===== config.mk =====
export PLATFORM = sky130hd
export DESIGN_NAME = bcs_front
export DESIGN_NICKNAME = d
export VERILOG_FILES = /design/src/rtl/bcs_pkg.sv /design/src/rtl/bcs_front.sv
export SDC_FILE = /design/constraint.sdc
export NUM_CORES = 1
export LEC_CHECK = 0
export BUFFER_PORTS_ARGS = -buffer_cell sky130_fd_sc_hd__buf_2
export CORE_MARGIN = 8
export CORE_UTILIZATION = 35
export CTS_BUF_LIST = sky130_fd_sc_hd__clkbuf_4 sky130_fd_sc_hd__clkbuf_8
export DETAILED_ROUTE_END_ITERATION = 12
export SYNTH_ARGS = -nofsm -noshare
export SYNTH_HDL_FRONTEND = slang
export SYNTH_SLANG_ARGS = --single-unit

===== constraint.sdc =====
create_clock -name clk_i -period 4 [get_ports clk_i]
set_input_delay 0.2 -clock clk_i [delete_from_list [all_inputs] [get_ports clk_i]]
set_output_delay 0.2 -clock clk_i [all_outputs]
set_load 0.02 [all_outputs]

===== src/rtl/bcs_pkg.sv =====
package bcs_pkg;

  localparam int unsigned COORD_W = 12;
  localparam int unsigned CNT_W   = 7;
  localparam int unsigned WORK_W  = 28;
  localparam int unsigned T_W     = 17;

  localparam logic [1:0] CMD_CLEAR    = 2'd0;
  localparam logic [1:0] CMD_APPEND   = 2'd1;
  localparam logic [1:0] CMD_GENERATE = 2'd2;

  typedef enum logic [0:0] {
    OP_APPEND = 1'b0,
    OP_GEN    = 1'b1
  } bcs_op_e;

  // queued transaction: for append cnt is the store index, for generate the point count
  typedef struct packed {
    bcs_op_e            op;
    logic [CNT_W-1:0]   cnt;
    logic [COORD_W-1:0] px;
    logic [COORD_W-1:0] py;
  } bcs_cmd_t;

endpackage


===== src/rtl/bcs_front.sv =====
module bcs_front import bcs_pkg::*; #(
  parameter int unsigned MAX_POINTS = 32
) (
  input  logic               clk_i,
  input  logic               rst_ni,
  input  logic               start_i,
  output logic               busy_o,
  input  logic [1:0]         command_i,
  input  logic [COORD_W-1:0] point_x_i,
  input  logic [COORD_W-1:0] point_y_i,
  output logic               cmd_valid_o,
  output bcs_cmd_t           cmd_o,
  input  logic               cmd_pop_i
);

  localparam int unsigned CW = $clog2(MAX_POINTS + 1);

  logic [CW-1:0] count_q, count_d;
  bcs_cmd_t      fifo_q [2];
  logic          wr_ptr_q, rd_ptr_q;
  logic [1:0]    used_q, used_d;
  logic          accept, push;
  bcs_cmd_t      push_cmd;

  assign busy_o = (used_q == 2'd2);
  assign accept = start_i && !busy_o;

  always_comb begin
    count_d  = count_q;
    push     = 1'b0;
    push_cmd = '{op: OP_APPEND, cnt: CNT_W'(count_q), px: point_x_i, py: point_y_i};
    if (accept) begin
      unique case (command_i)
        CMD_CLEAR: count_d = '0;
        CMD_APPEND: begin
          if (count_q < CW'(MAX_POINTS)) begin
            push    = 1'b1;
            count_d = count_q + CW'(1);
          end
        end
        CMD_GENERATE: begin
          push        = (count_q != '0);
          push_cmd.op = OP_GEN;
        end
        default: ;
      endcase
    end
  end

  always_comb begin
    used_d = used_q;
    if (push && !cmd_pop_i) used_d = used_q + 2'd1;
    if (!push && cmd_pop_i) used_d = used_q - 2'd1;
  end

  always_ff @(posedge clk_i or negedge rst_ni) begin
    if (!rst_ni) begin
      count_q  <= '0;
      used_q   <= '0;
      wr_ptr_q <= 1'b0;
      rd_ptr_q <= 1'b0;
    end else begin
      count_q <= count_d;
      used_q  <= used_d;
      if (push) wr_ptr_q <= !wr_ptr_q;
      if (cmd_pop_i) rd_ptr_q <= !rd_ptr_q;
    end
  end

  always_ff @(posedge clk_i) begin
    if (push) fifo_q[wr_ptr_q] <= push_cmd;
  end

  assign cmd_valid_o = (used_q != 2'd0);
  assign cmd_o       = fifo_q[rd_ptr_q];

  a_used_max: assert property (@(posedge clk_i) disable iff (!rst_ni) used_q <= 2'd2)
    else $error("queue overfilled");
  a_pop_valid: assert property (@(posedge clk_i) disable iff (!rst_ni)
    cmd_pop_i |-> cmd_valid_o)
    else $error("pop from empty queue");
  a_count_max: assert property (@(posedge clk_i) disable iff (!rst_ni)
    count_q <= CW'(MAX_POINTS))
    else $error("point count beyond capacity");

endmodule


; ---- Word level (Yosys, flattened, before mapping)
; Memory sizes are Yosys's and may differ from the RTL's.
; Index checks and enable logic that the tools add are counted.
[totals]
mem_count = 1
word_cells = 38
ramBits = 62
in_bits = 30
regBits = 10
[mem_list]
columns = name, depth, width, read_ports, rd_ports_with_merged_regs, write_ports, line
row1 = fifo_q, 2, 31, 1, 0, 1, bcs_front.sv:19  ; bcs_cmd_t fifo_q [2];
[op_classes]
n_addsub = 3
n_reduce_logical = 14
order_cmp = 1
eq_ne = 4
n_mux = 11
[op_table]
columns = cell, count
row1 = case mux 6 bit (2 select lines), 1
row2 = adder 6 x 1 -> 6 bit (second input constant), 1
row3 = < comparator 6 bit (second input constant), 1
row4 = two-way mux 1 bit, 6
row5 = two-way mux 6 bit, 1
row6 = nonzero test 2 bit, 3
row7 = nonzero test 6 bit, 1
row8 = logical NOT 1 bit, 5
row9 = == test 2 bit (second input constant), 2
row10 = two-way mux 2 bit, 2
row11 = logical AND 1 bit, 3
row12 = AND reduction 3 bit, 1
row13 = adder 2 x 1 -> 2 bit (second input constant), 1
row14 = == test 2 x 1 -> 1 bit (second input constant), 1
row15 = logical NOT 2 bit, 1
row16 = != test 2 bit (second input constant), 1
row17 = case mux 1 bit (2 select lines), 1
row18 = subtractor 2 x 1 -> 2 bit (second input constant), 1

; ---- Logic depth before layout (Yosys ltp)
; Gate-level depths: netlist of the first run.
[depth]
word_depth = 7
ltp_mapped = 10

; ---- Worst setup path after synthesis of the first run
; Ideal clock, no wire load.
[synth_timing]
path_type = register to register
startpoint = register count_q[0]
endpoint = memory fifo_q[0][0] in the netlist's numbering (enable)
path_stages_with_launch = 6
required_time_ns = 3.503
arrival_time_ns = 3.961
setup_time_ns = 0.497
setup_slack_ns = -0.458
path_cell_list = dfrtp_1 inv_1 ha_1 or4b_4 nor3_4 nor4_1
[synth_via]
elab_chain_len = 6
elab_cells_between_ends = 7
classes_between = order compare (1) / mux (5) / reduce/logical (1)
[synth_lines]
columns = element, line
row1 = "start, declared", bcs_front.sv:18  ; logic [CW-1:0] count_q, count_d;
row2 = "start signal, assigned", bcs_front.sv:63  ; count_q <= count_d;
row3 = < comparator 6 bit, bcs_front.sv:36  ; if (count_q < CW'(MAX_POINTS)) begin
row4 = two-way mux 1 bit, bcs_front.sv:36
row5 = case mux 1 bit (2 select lines) *, bcs_front.sv:33  ; unique case (command_i)
row6 = two-way mux 1 bit *, bcs_front.sv:32  ; if (accept) begin
row7 = two-way mux 1 bit *, bcs_front.sv:71  ; if (push) fifo_q[wr_ptr_q] <= push_cmd;
row8 = two-way mux 1 bit (implied by the code) *, bcs_front.sv:71
row9 = "end, declared", bcs_front.sv:19
; Mark *: on every way between the ends. The rest lies on a longest branch, timed or not.

; ---- Worst setup path in the final report of the first run
[layout_timing]
startpoint = register count_q[0]
endpoint = memory fifo_q[1][7] in the netlist's numbering (enable)
; The elaborated chain is that of the path after synthesis.

==> results of run 1 <==
## synthesized netlist by cell type (all sizes together) (2+ instances only)
library cell	number
buf	4
clkbuf	2
xnor2	2
mux2	32
o41ai	2
dfrtp	10
nand2	2
o21ai	5
inv	6
nand4	2
a41oi	2
edfxtp	62
xor2	3
nor3	3
a22o	3
ha	6
## routing by layer
layer,part of all wire,global-route usage
met1,0.42,0.113
met2,0.48,0.148
met3,0.079,0.0444
met4,0.015,0.0452
met5,0,0
## worst max-delay path by stage
stage | start | end | slack [ns]
global placement | command_i[1] | fifo_q[1][3] | 1.56
global route | count_q[0] | fifo_q[1][7] | 1.32
finish | count_q[0] | fifo_q[1][7] | 1.50
floorplan | count_q[0] | fifo_q[0][0] | 0.84
detailed placement | command_i[1] | fifo_q[1][3] | 1.46
CTS | count_q[0] | fifo_q[1][7] | 1.47
## cell type report
type | count | area (sq um) | share of cell area
clock inverter | 7 | 120 | 0.0334
timing repair buffer | 66 | 343 | 0.0952
sequential | 72 | 2110 | 0.587
multi-input combinational | 78 | 748 | 0.208
tap | 105 | 131 | 0.0365
clock buffer | 9 | 124 | 0.0344
inverter | 6 | 22.5 | 0.00625
## worst max-delay path: cells and delay by family (launching register included)
| kind | cells | cell delay [ns] |
|---|---|---|
| simple gates | 4 | 1.02 |
| flops | 1 | 0.46 |
| buf+inv | 2 | 0.48 |
| fa+ha+maj | 1 | 0.20 |
## flip-flops by register name, summed over array words and instances, names as in the netlist
signal and count:
wr_ptr_q 1, count_q 6, fifo_q 62, used_q 2, rd_ptr_q 1
## cells by family (layout without fill, tap and decap cells)
family | count (synthesis) | in the layout | share of synthesized area
DFF | 72 | 72 | 0.729
other | 1 | 1 | 0.00129
xor gates and xnor gates | 5 | 5 | 0.0151
adders and majority gates | 6 | 6 | 0.0259
AOI/OAI and AO/OA | 16 | 16 | 0.0406
buffers and inverters | 12 | 88 | 0.0181
and+or+nand+nor | 18 | 18 | 0.0458
muxes | 32 | 32 | 0.124
## report_power, final
group	internal, uW	leakage, uW	switching, uW	total (uW)
registers	897	0.000696	59.0	956
logic	279	0.000556	369	649
clock network	414	0.000108	265	679
## through the flow
step / hold slack, ns / area [sq um] / total power, uW / utilization
floorplan: -0.0956 / 2900 / 1440 / -
global placement: 0.0804 / 3350 / 1620 / 0.411
detailed placement: 0.0822 / 3350 / 1630 / 0.411
CTS: 0.0216 / 3600 / 2320 / 0.443
global route: 0.0173 / 3600 / 2400 / 0.443
finish: 0.0411 / 3600 / 2280 / 0.443
==> results.ini, run 1 <==
[min_path]
hold_path_end = fifo_q[1][0]
min_path_type = input pin to flip-flop
hold_start = point_y_i[0]
whs_path_depth = 1

[sta]
finalHoldViolations = 0
timing.fmax_mhz = 401
fin_worst_skew_ns = 0.00808
slew_headroom = 0.499
worstMarginPinSlew_ns = 0.746
setup_viol = 0
timing.final.ws_setup_ns = 1.50
rsz0062_at_grt = false
finalSetupTns_ns = 0
period_minus_slack_ns = 2.50
slew_viol_final = 0
post-route-period-util = 0.624

[routing]
antenna_left = 0
via_per_inst = 4.71
drc = 0
vias = 1614
drt-total-wl_microns = 5350
wl_per_cell_microns = 15.6
dr.pass1.iters = 5
drtIter0Drc = 37

[grt]
grt_use_total = 0.0965
grt_pass1_vias = 1607
grt_overflow = 0
grt_first_pass_wirelength_microns = 8270
antenna_found_initial = 0
grt_max_degree = 32

[critical_path]
crit_path_start_kind = flip-flop
r2r_end = fifo_q[1][7]
crit_path_max_fanout = 21
critPathMaxStageDelay_ns = 0.50
critPathCaptureType = flip-flop
r2r-start = count_q[0]
r2r_slack_ns = 1.50
crit_type = flip-flop to flip-flop
crit_required_ns = 4.02
arrival_ns = 2.51
reg2reg_depth = 7
worst_path_max_delay_cell = and2_1
worstPathCellList = inv_1 -> ha_1 -> or4b_4 -> nor3_4 -> nor3_2 -> and2_1 -> buf_4

[cts]
ctsHoldBuffers = 1
cts_made_buffers = 9
cts_tree = done
post_cts.repair.setup_buffers = 0
insertion_delay_ns = 0.34
clock-root-buffer = clkbuf_8
cts_num_sinks = 72
clockBufferDepth = 2
ctsResizeCount = 0
htree_levels = 3
cts.reportedPaths.clkPinSlew_ns = 0.08

[floorplan]
die_x_microns = 107
rows = 33
dieArea_sq_mm = 0.0114
coreArea_sq_mm = 0.00813
pin_count = 64
fp.dieH_microns = 107
initial_utilization = 0.356

[yosys]
yosysWarnings = 0
synth_area_leaders = edfxtp_1, mux2_2, dfrtp_1, ha_1, xor2_1
ys.flop_type = edfxtp_1
async_reset_ff_frac = 0.139
netlist_area_sq_mm = 0.00290
synth_edf_count = 62
yosysTopAreaCell = edfxtp_1
synthCells = 162
syn_nets = 198
ys_ff_latch = 72
syn_avg_cell_area_sq_um = 17.9
yosysUniqueCellTypes = 40
synth_top_area_frac = 0.642
ys_seq_area_frac = 0.729

[cells_and_area]
final_cell_mix = edfxtp_1, buf_2, mux2_2
area_delta_synth_final_pct = 24.3
final_cells = 343
fin_nets = 269
drive_gt1_frac = 0.513
n_antenna_cell = 0
nFillCells = 739

[power_and_ir_drop]
vdd_ir_drop_max_v = 0.000159
power.density_mw_per_mm2 = 634
leakage_uw = 0.00136

[placement]
port_buffers = 62
hpwl_microns = 3760
place_congestion = 0.815
dp.cells = 326
post-place-ws_ns = 1.46

[job]
cap_violations = 0

[status]
status = finished clean

Note: power is estimated with default switching activity, not from simulation.
==> run 2: changes to the inputs <==
--- a/config.mk
+++ b/config.mk
@@ -5,6 +5,7 @@
 export SDC_FILE = /design/constraint.sdc
 export NUM_CORES = 1
 export LEC_CHECK = 0
+export ABC_AREA = 1
 export BUFFER_PORTS_ARGS = -buffer_cell sky130_fd_sc_hd__buf_2
 export CORE_MARGIN = 8
 export CORE_UTILIZATION = 35
==> constraint.sdc (replaced) <==
create_clock -name clk_i -period 2.5 [get_ports clk_i]
set_input_delay 0.125 -clock clk_i [delete_from_list [all_inputs] [get_ports clk_i]]
set_output_delay 0.125 -clock clk_i [all_outputs]
set_load 0.02 [all_outputs]
==> run 2 against run 1 <==
Against the previous run: sequential power up 56%; highest routed layer unchanged; count of clock-buffer cells in the layout up 1; sequential share of layout area is 2.6 points lower; critical path type unchanged; worst hold slack better by 0.14 ns; wire length decreased by 5.9%.
==> results.ini, run 2 <==
[status]
status = finished clean

[cts]
cts.reportedPaths.clkPinSlew_ns = 0.07  ; about the same
clockBufferDepth = 2  ; unchanged
htree_levels = 3  ; unchanged
post_cts.repair.setup_buffers = 0  ; unchanged
cts_num_sinks = 72  ; unchanged
ctsResizeCount = 0  ; unchanged
cts_tree = done
cts_made_buffers = 9  ; unchanged
insertion_delay_ns = 0.33  ; about the same
clock-root-buffer = clkbuf_8
ctsHoldBuffers = 26  ; +25

[cells_and_area]
nFillCells = 743  ; +0.54%
n_antenna_cell = 0  ; unchanged
area_delta_synth_final_pct = 30.4
utilization = 0.465  ; +0.0225
final_cell_mix = edfxtp_1, buf_2, mux2_2
fin_nets = 314  ; +17%
reg.largest.list = fifo_q x62, count_q x6, used_q x2
largest-register = fifo_q
drive_gt1_frac = 0.399  ; -0.113
largest_register_ffs = 62  ; unchanged

[grt]
grt_overflow = 0  ; unchanged
grt_use_total = 0.0948  ; -0.00175
grt_max_degree = 32  ; unchanged
antenna_found_initial = 0  ; unchanged
grt_pass1_vias = 1731  ; +7.7%
grt_first_pass_wirelength_microns = 8290  ; +0.33%

[routing]
antenna_left = 0  ; unchanged
drtIter0Drc = 42  ; +14%
dr.pass1.iters = 4  ; -1
vias = 1685  ; +4.4%
via_per_inst = 4.34  ; -7.7%
drc = 0  ; unchanged
wl_per_cell_microns = 13.0  ; -17%
drt-total-wl_microns = 5030  ; -5.9%

[critical_path]
crit_path_start_kind = flip-flop
worst_path_max_delay_cell = dfrtp_1
critPathMaxStageDelay_ns = 0.38  ; -0.12 ns
crit_path_max_fanout = 31  ; +48%
path_common_cell = nand2_1
arrival_ns = 1.77  ; -0.74 ns
crit_required_ns = 2.48  ; -1.54 ns
r2r-start = count_q[0]
worstPathCellList = inv_1 -> ha_1 -> nand3_1 -> nand2_1 -> nand2_1 -> nand2_2 -> nor2_4 -> buf_4
cp-startpoint = count_q[0]
crit_type = flip-flop to flip-flop
critPathCaptureType = flip-flop

[yosys]
synth_area_leaders = edfxtp_1, mux2_2, dfrtp_1, ha_1, nand2_1
synth_top_area_frac = 0.645  ; +0.00251
ys_ff_latch = 72  ; unchanged
yosysWarnings = 0  ; unchanged
syn_avg_cell_area_sq_um = 15.9  ; -11%
syn_nets = 217  ; +9.6%
synth_edf_count = 62  ; unchanged
yosysTopAreaCell = edfxtp_1
synth_most_common_cell = edfxtp_1
netlist_area_sq_mm = 0.00289  ; -0.39%
async_reset_ff_frac = 0.139  ; unchanged
ys_seq_area_frac = 0.732  ; +0.00284
ys.flop_type = edfxtp_1
synthCells = 181  ; +12%
yosysUniqueCellTypes = 22  ; -45%
synth_common_cells = edfxtp_1, mux2_2, nand2_1

[sta]
post-route-period-util = 0.714  ; +0.0900
timing.fmax_mhz = 560  ; +40%
fin_worst_skew_ns = 0.00638  ; -0.00171 ns
finalSetupTns_ns = 0  ; unchanged
rsz0062_at_grt = false
period_minus_slack_ns = 1.79  ; -0.711 ns
slew_viol_final = 0  ; unchanged
finalHoldViolations = 0  ; unchanged
setup_viol = 0  ; unchanged

[placement]
port_buffers = 62  ; unchanged
hpwl_microns = 3370  ; -10%
place_congestion = 0.785  ; -3.7%

[min_path]
min_path_type = input pin to asynchronous set/reset pin

[floorplan]
fp.dieH_microns = 107  ; -0.16%
coreArea_sq_mm = 0.00809  ; -0.51%
dieArea_sq_mm = 0.0114  ; -0.33%
rows = 33  ; unchanged
die_x_microns = 107  ; -0.16%
pin_count = 64  ; unchanged
initial_utilization = 0.357  ; +0.000426

[power_and_ir_drop]
p_comb_frac = 0.301  ; +0.017
leakage_uw = 0.00150  ; +10%
power.density_mw_per_mm2 = 885  ; +40%
sw_frac_of_total = 0.307  ; +0.00286
p_switching_uw = 1020  ; +47%
p_int_uw = 2310  ; +45%
seq_power_share = 0.448  ; +0.029
vdd_ir_drop_max_v = 0.000354  ; +120%
power_frac_clock = 0.250  ; -0.047

[job]
cap_violations = 0  ; unchanged

run 2: cells by family (layout without fill, tap and decap cells):
group	count (synthesis)	count (layout)	share of synthesized area
multiplexers	31	31	0.121
XOR/XNOR	4	4	0.0121
flip-flops	72	72	0.732
AO/OA/AOI/OAI	10	10	0.0182
AND/OR/NAND/NOR	36	36	0.0568
buffers and inverters	21	123	0.0329
adder cells (fa/ha/maj)	6	6	0.0260
other	1	1	0.00130
run 2: layer usage:
metal | vias up | share of wire | track usage
met2 | 36 | 0.50 | 0.154
li1 | 840 | - | -
met3 | 11 | 0.065 | 0.0396
met5 | - | 0 | 0
met4 | 0 | 0.021 | 0.0573
met1 | 798 | 0.42 | 0.101
run 2: worst paths after layout:
kind                            slack [ns]           end  cells after the start
worst min-delay path                  0.18    count_q[1]                      2
worst max register to register        0.71  fifo_q[1][8]                      8
worst max-delay path                  0.71  fifo_q[1][8]                      8
worst min register to register        0.47      rd_ptr_q                      1
min in group clk_i                    0.18    count_q[5]                      5
max in group asynchronous             2.12      rd_ptr_q                      2
run 2: final cells by class:
cell class | instances | area, sq um | area share
Clock buffer | 10 | 131 | 0.0349
Clock inverter | 6 | 50.0 | 0.0133
Inverter | 16 | 60.1 | 0.0160
Multi-Input combinational cell | 88 | 687 | 0.182
Sequential cell | 72 | 2110 | 0.561
Tap cell | 105 | 131 | 0.0349
Timing Repair Buffer | 91 | 593 | 0.158
run 2: critical path, delay by kind of cell (launching register included):
kind | cells | cell delay [ns]
simple gates | 5 | 0.37
flops | 1 | 0.38
fa+ha+maj | 1 | 0.20
buf+inv | 2 | 0.47
run 2: power groups by stage:
stage                     clock (uW)  combinational [uW]  sequential (uW)
after floorplan                    0                 743             1500
after global placement             0                 994             1510
after detailed placement           0                1000             1520
after CTS                        866                1030             1490
after global routing             917                1110             1510
final                            834                1000             1490
run 2: stage by stage:
step	hold slack, ns	area [sq um]	setup slack [ns]	std cells	total power (uW)
2_1_floorplan	-0.171	2890	0.394	181	2240
3_3_place_gp	0.00922	3320	0.707	346	2510
3_5_place_dp	0.00692	3320	0.702	346	2520
4_1_cts	0.162	3760	0.664	388	3390
5_1_grt	0.166	3760	0.529	388	3530
6_report	0.178	3760	0.714	388	3330
==> run 3: changes to the inputs <==
==> constraint.sdc (replaced) <==
create_clock -name clk_i -period 1.75 [get_ports clk_i]
set_input_delay 0.0875 -clock clk_i [delete_from_list [all_inputs] [get_ports clk_i]]
set_output_delay 0.0875 -clock clk_i [all_outputs]
set_load 0.02 [all_outputs]
==> run 3 against run 2 <==
Against the previous run: sequential share of layout area down 1.8 points; setup slack worse by 0.60 ns; combinational power rose by 59%; core utilization rose by 1.6 points; die area unchanged; highest routed layer unchanged.
==> results.ini, run 3 (synthesis results as in run 2) <==
[status]
status = finished clean

[grt]
grt_use_met3 = 0.0450  ; +0.00540
grt_first_pass_wirelength_microns = 8980  ; +8.2%
antenna_found_initial = 0  ; unchanged
use_met2 = 0.161  ; +0.00666
grt_max_degree = 32  ; unchanged
grt-busiest-layer = met2
grt_pass1_vias = 1794  ; +3.6%
grt_use_total = 0.102  ; +0.00711
grt_overflow = 0  ; unchanged
gr-usage-met1 = 0.121  ; +0.0198

[min_path]
min_path_type = input pin to asynchronous set/reset pin

[routing]
drt-total-wl_microns = 5590  ; +11%
via_per_inst = 4.38  ; +0.96%
wl_per_cell_microns = 14.0  ; +8.2%
drc = 0  ; unchanged
antenna_left = 0  ; unchanged
drtIter0Drc = 98  ; +130%
dr.pass1.iters = 4  ; unchanged
vias = 1745  ; +3.6%

[job]
cap_violations = 0  ; unchanged

[sta]
finalHoldViolations = 0  ; unchanged
fin_worst_skew_ns = 0.00883  ; +0.00245 ns
post-route-period-util = 0.934  ; +0.220
finalSetupTns_ns = 0  ; unchanged
slew_viol_final = 0  ; unchanged
period_minus_slack_ns = 1.63  ; -0.151 ns
setup_viol = 0  ; unchanged
timing.fmax_mhz = 612  ; +9.3%

[floorplan]
coreArea_sq_mm = 0.00809  ; unchanged
fp.dieH_microns = 107  ; unchanged
rows = 33  ; unchanged
initial_utilization = 0.357  ; unchanged
dieArea_sq_mm = 0.0114  ; unchanged
pin_count = 64  ; unchanged
die_x_microns = 107  ; unchanged

[power_and_ir_drop]
sw_frac_of_total = 0.317  ; +0.0107
seq_power_share = 0.426  ; -0.022
p_switching_uw = 1580  ; +55%
leakage_uw = 0.00154  ; +2.7%
p_comb_frac = 0.319  ; +0.018
total_power_uw = 4970  ; +49%
vdd_ir_drop_max_v = 0.000433  ; +22%
p_int_uw = 3390  ; +47%
power.density_mw_per_mm2 = 1280  ; +44%
power_frac_clock = 0.255  ; +0.005

[cts]
cts_num_sinks = 72  ; unchanged
cts.reportedPaths.clkPinSlew_ns = 0.08  ; about the same
htree_levels = 3  ; unchanged
cts_tree = done
cts_made_buffers = 9  ; unchanged
clock-root-buffer = clkbuf_8
clockBufferDepth = 2  ; unchanged
insertion_delay_ns = 0.34  ; about the same

[cells_and_area]
final_cell_mix = edfxtp_1, buf_2, mux2_2
reg.largest.list = fifo_q x62, count_q x6, used_q x2
fin_nets = 324  ; +3.2%
finalInstanceArea_sq_mm = 0.00389  ; +3.4%
drive_gt1_frac = 0.447  ; +0.0478
largest-register = fifo_q
n_antenna_cell = 0  ; unchanged
area_delta_synth_final_pct = 34.8
largest_register_ffs = 62  ; unchanged

[placement]
port_buffers = 62  ; unchanged
place_congestion = 0.748  ; -4.7%
hpwl_microns = 3650  ; +8.4%
placed_cell_area_sq_mm = 0.00341  ; +2.5%

[critical_path]
crit_path_max_fanout = 4  ; -87%
crit_required_ns = 1.97  ; -0.51 ns
critPathCaptureType = flip-flop
critPathMaxStageDelay_ns = 0.42  ; +0.04 ns
arrival_ns = 1.85  ; +0.08 ns
crit_type = flip-flop to flip-flop
crit_path_start_kind = flip-flop
path_common_cell = nand2_2
worstPathCellList = inv_2 -> ha_2 -> nand3_1 -> nand2_1 -> nand2_2 -> nand2_2 -> ha_4 -> a21oi_1 -> o21ai_1 -> xor2_1
worst_path_max_delay_cell = dfrtp_1

==> run 3: changes by cell type in the layout (fill, tap and decap cells not counted), sizes merged <==
cell,change
clkinvlp,+3
clkinv,-3
inv,+1
clkbuf,-1
buf,+10
==> run 3: stage by stage <==
step	utilization	hold slack [ns]	cells	worst slack, ns
global placement	0.421	-0.0221	354	0.0880
detailed placement	0.421	-0.0218	354	0.0470
floorplan	-	-0.208	181	-0.00631
finish	0.481	0.143	398	0.116
global route	0.481	0.155	398	-0.00992
CTS	0.477	0.129	396	0.0469
==> run 3: power groups by stage <==
stage               sequential, uW  combinational [uW]  clock [uW]
finish                        2120                1590        1270
global route                  2140                1730        1390
CTS                           2120                1580        1310
detailed placement            2160                1530           0
global placement              2150                1530           0
floorplan                     2150                1080           0
==> run 3: worst paths after layout <==
| path | start | to | slack [ns] | depth (start not counted) |
|---|---|---|---|---|
| worst min register to register | wr_ptr_q | wr_ptr_q | 0.49 | 2 |
| max in group asynchronous | rst_ni | count_q[4] | 1.39 | 2 |
| min in group clk_i | start_i | count_q[5] | 0.14 | 5 |
| worst min-delay path | rst_ni | rd_ptr_q | 0.14 | 2 |
| worst max-delay path | count_q[0] | used_q[1] | 0.12 | 10 |
| worst max register to register | count_q[0] | used_q[1] | 0.12 | 10 |
==> run 3: area by class of cell <==
class                   instances  area (sq um)
clock buffers                   9           124
clock inverters                 7          70.1
fillers                       745          4200
inverters                      16          63.8
multi-input cells              88           709
flip-flops and latches         72          2110
well taps                     105           131
repair buffers                101           681
==> run 3: per-layer routing <==
metal / wire, microns / vias to the layer above
li1: - / 857
met1: 2510 / 826
met2: 2590 / 56
met3: 410 / 6
met4: 71 / 0
met5: 0 / -
==> run 3: repair_timing <==
item / 4_1_cts / 5_1_grt
hold endpoints to repair: 59 / 0
endpoints found under the setup margin: 0 / 20
setup buffers: 0 / 2
hold buffers: 26 / 0
resized for setup: 0 / 3
==> run 3: worst max-delay path: cells and delay by family, from the launching register on <==
| family | cells | cell delay, ns |
|---|---|---|
| AO/OA/AOI/OAI | 2 | 0.19 |
| XOR/XNOR | 1 | 0.14 |
| adder cells (fa/ha/maj) | 2 | 0.37 |
| buffers and inverters | 1 | 0.07 |
| flip-flops | 1 | 0.42 |
| AND/OR/NAND/NOR | 4 | 0.33 |
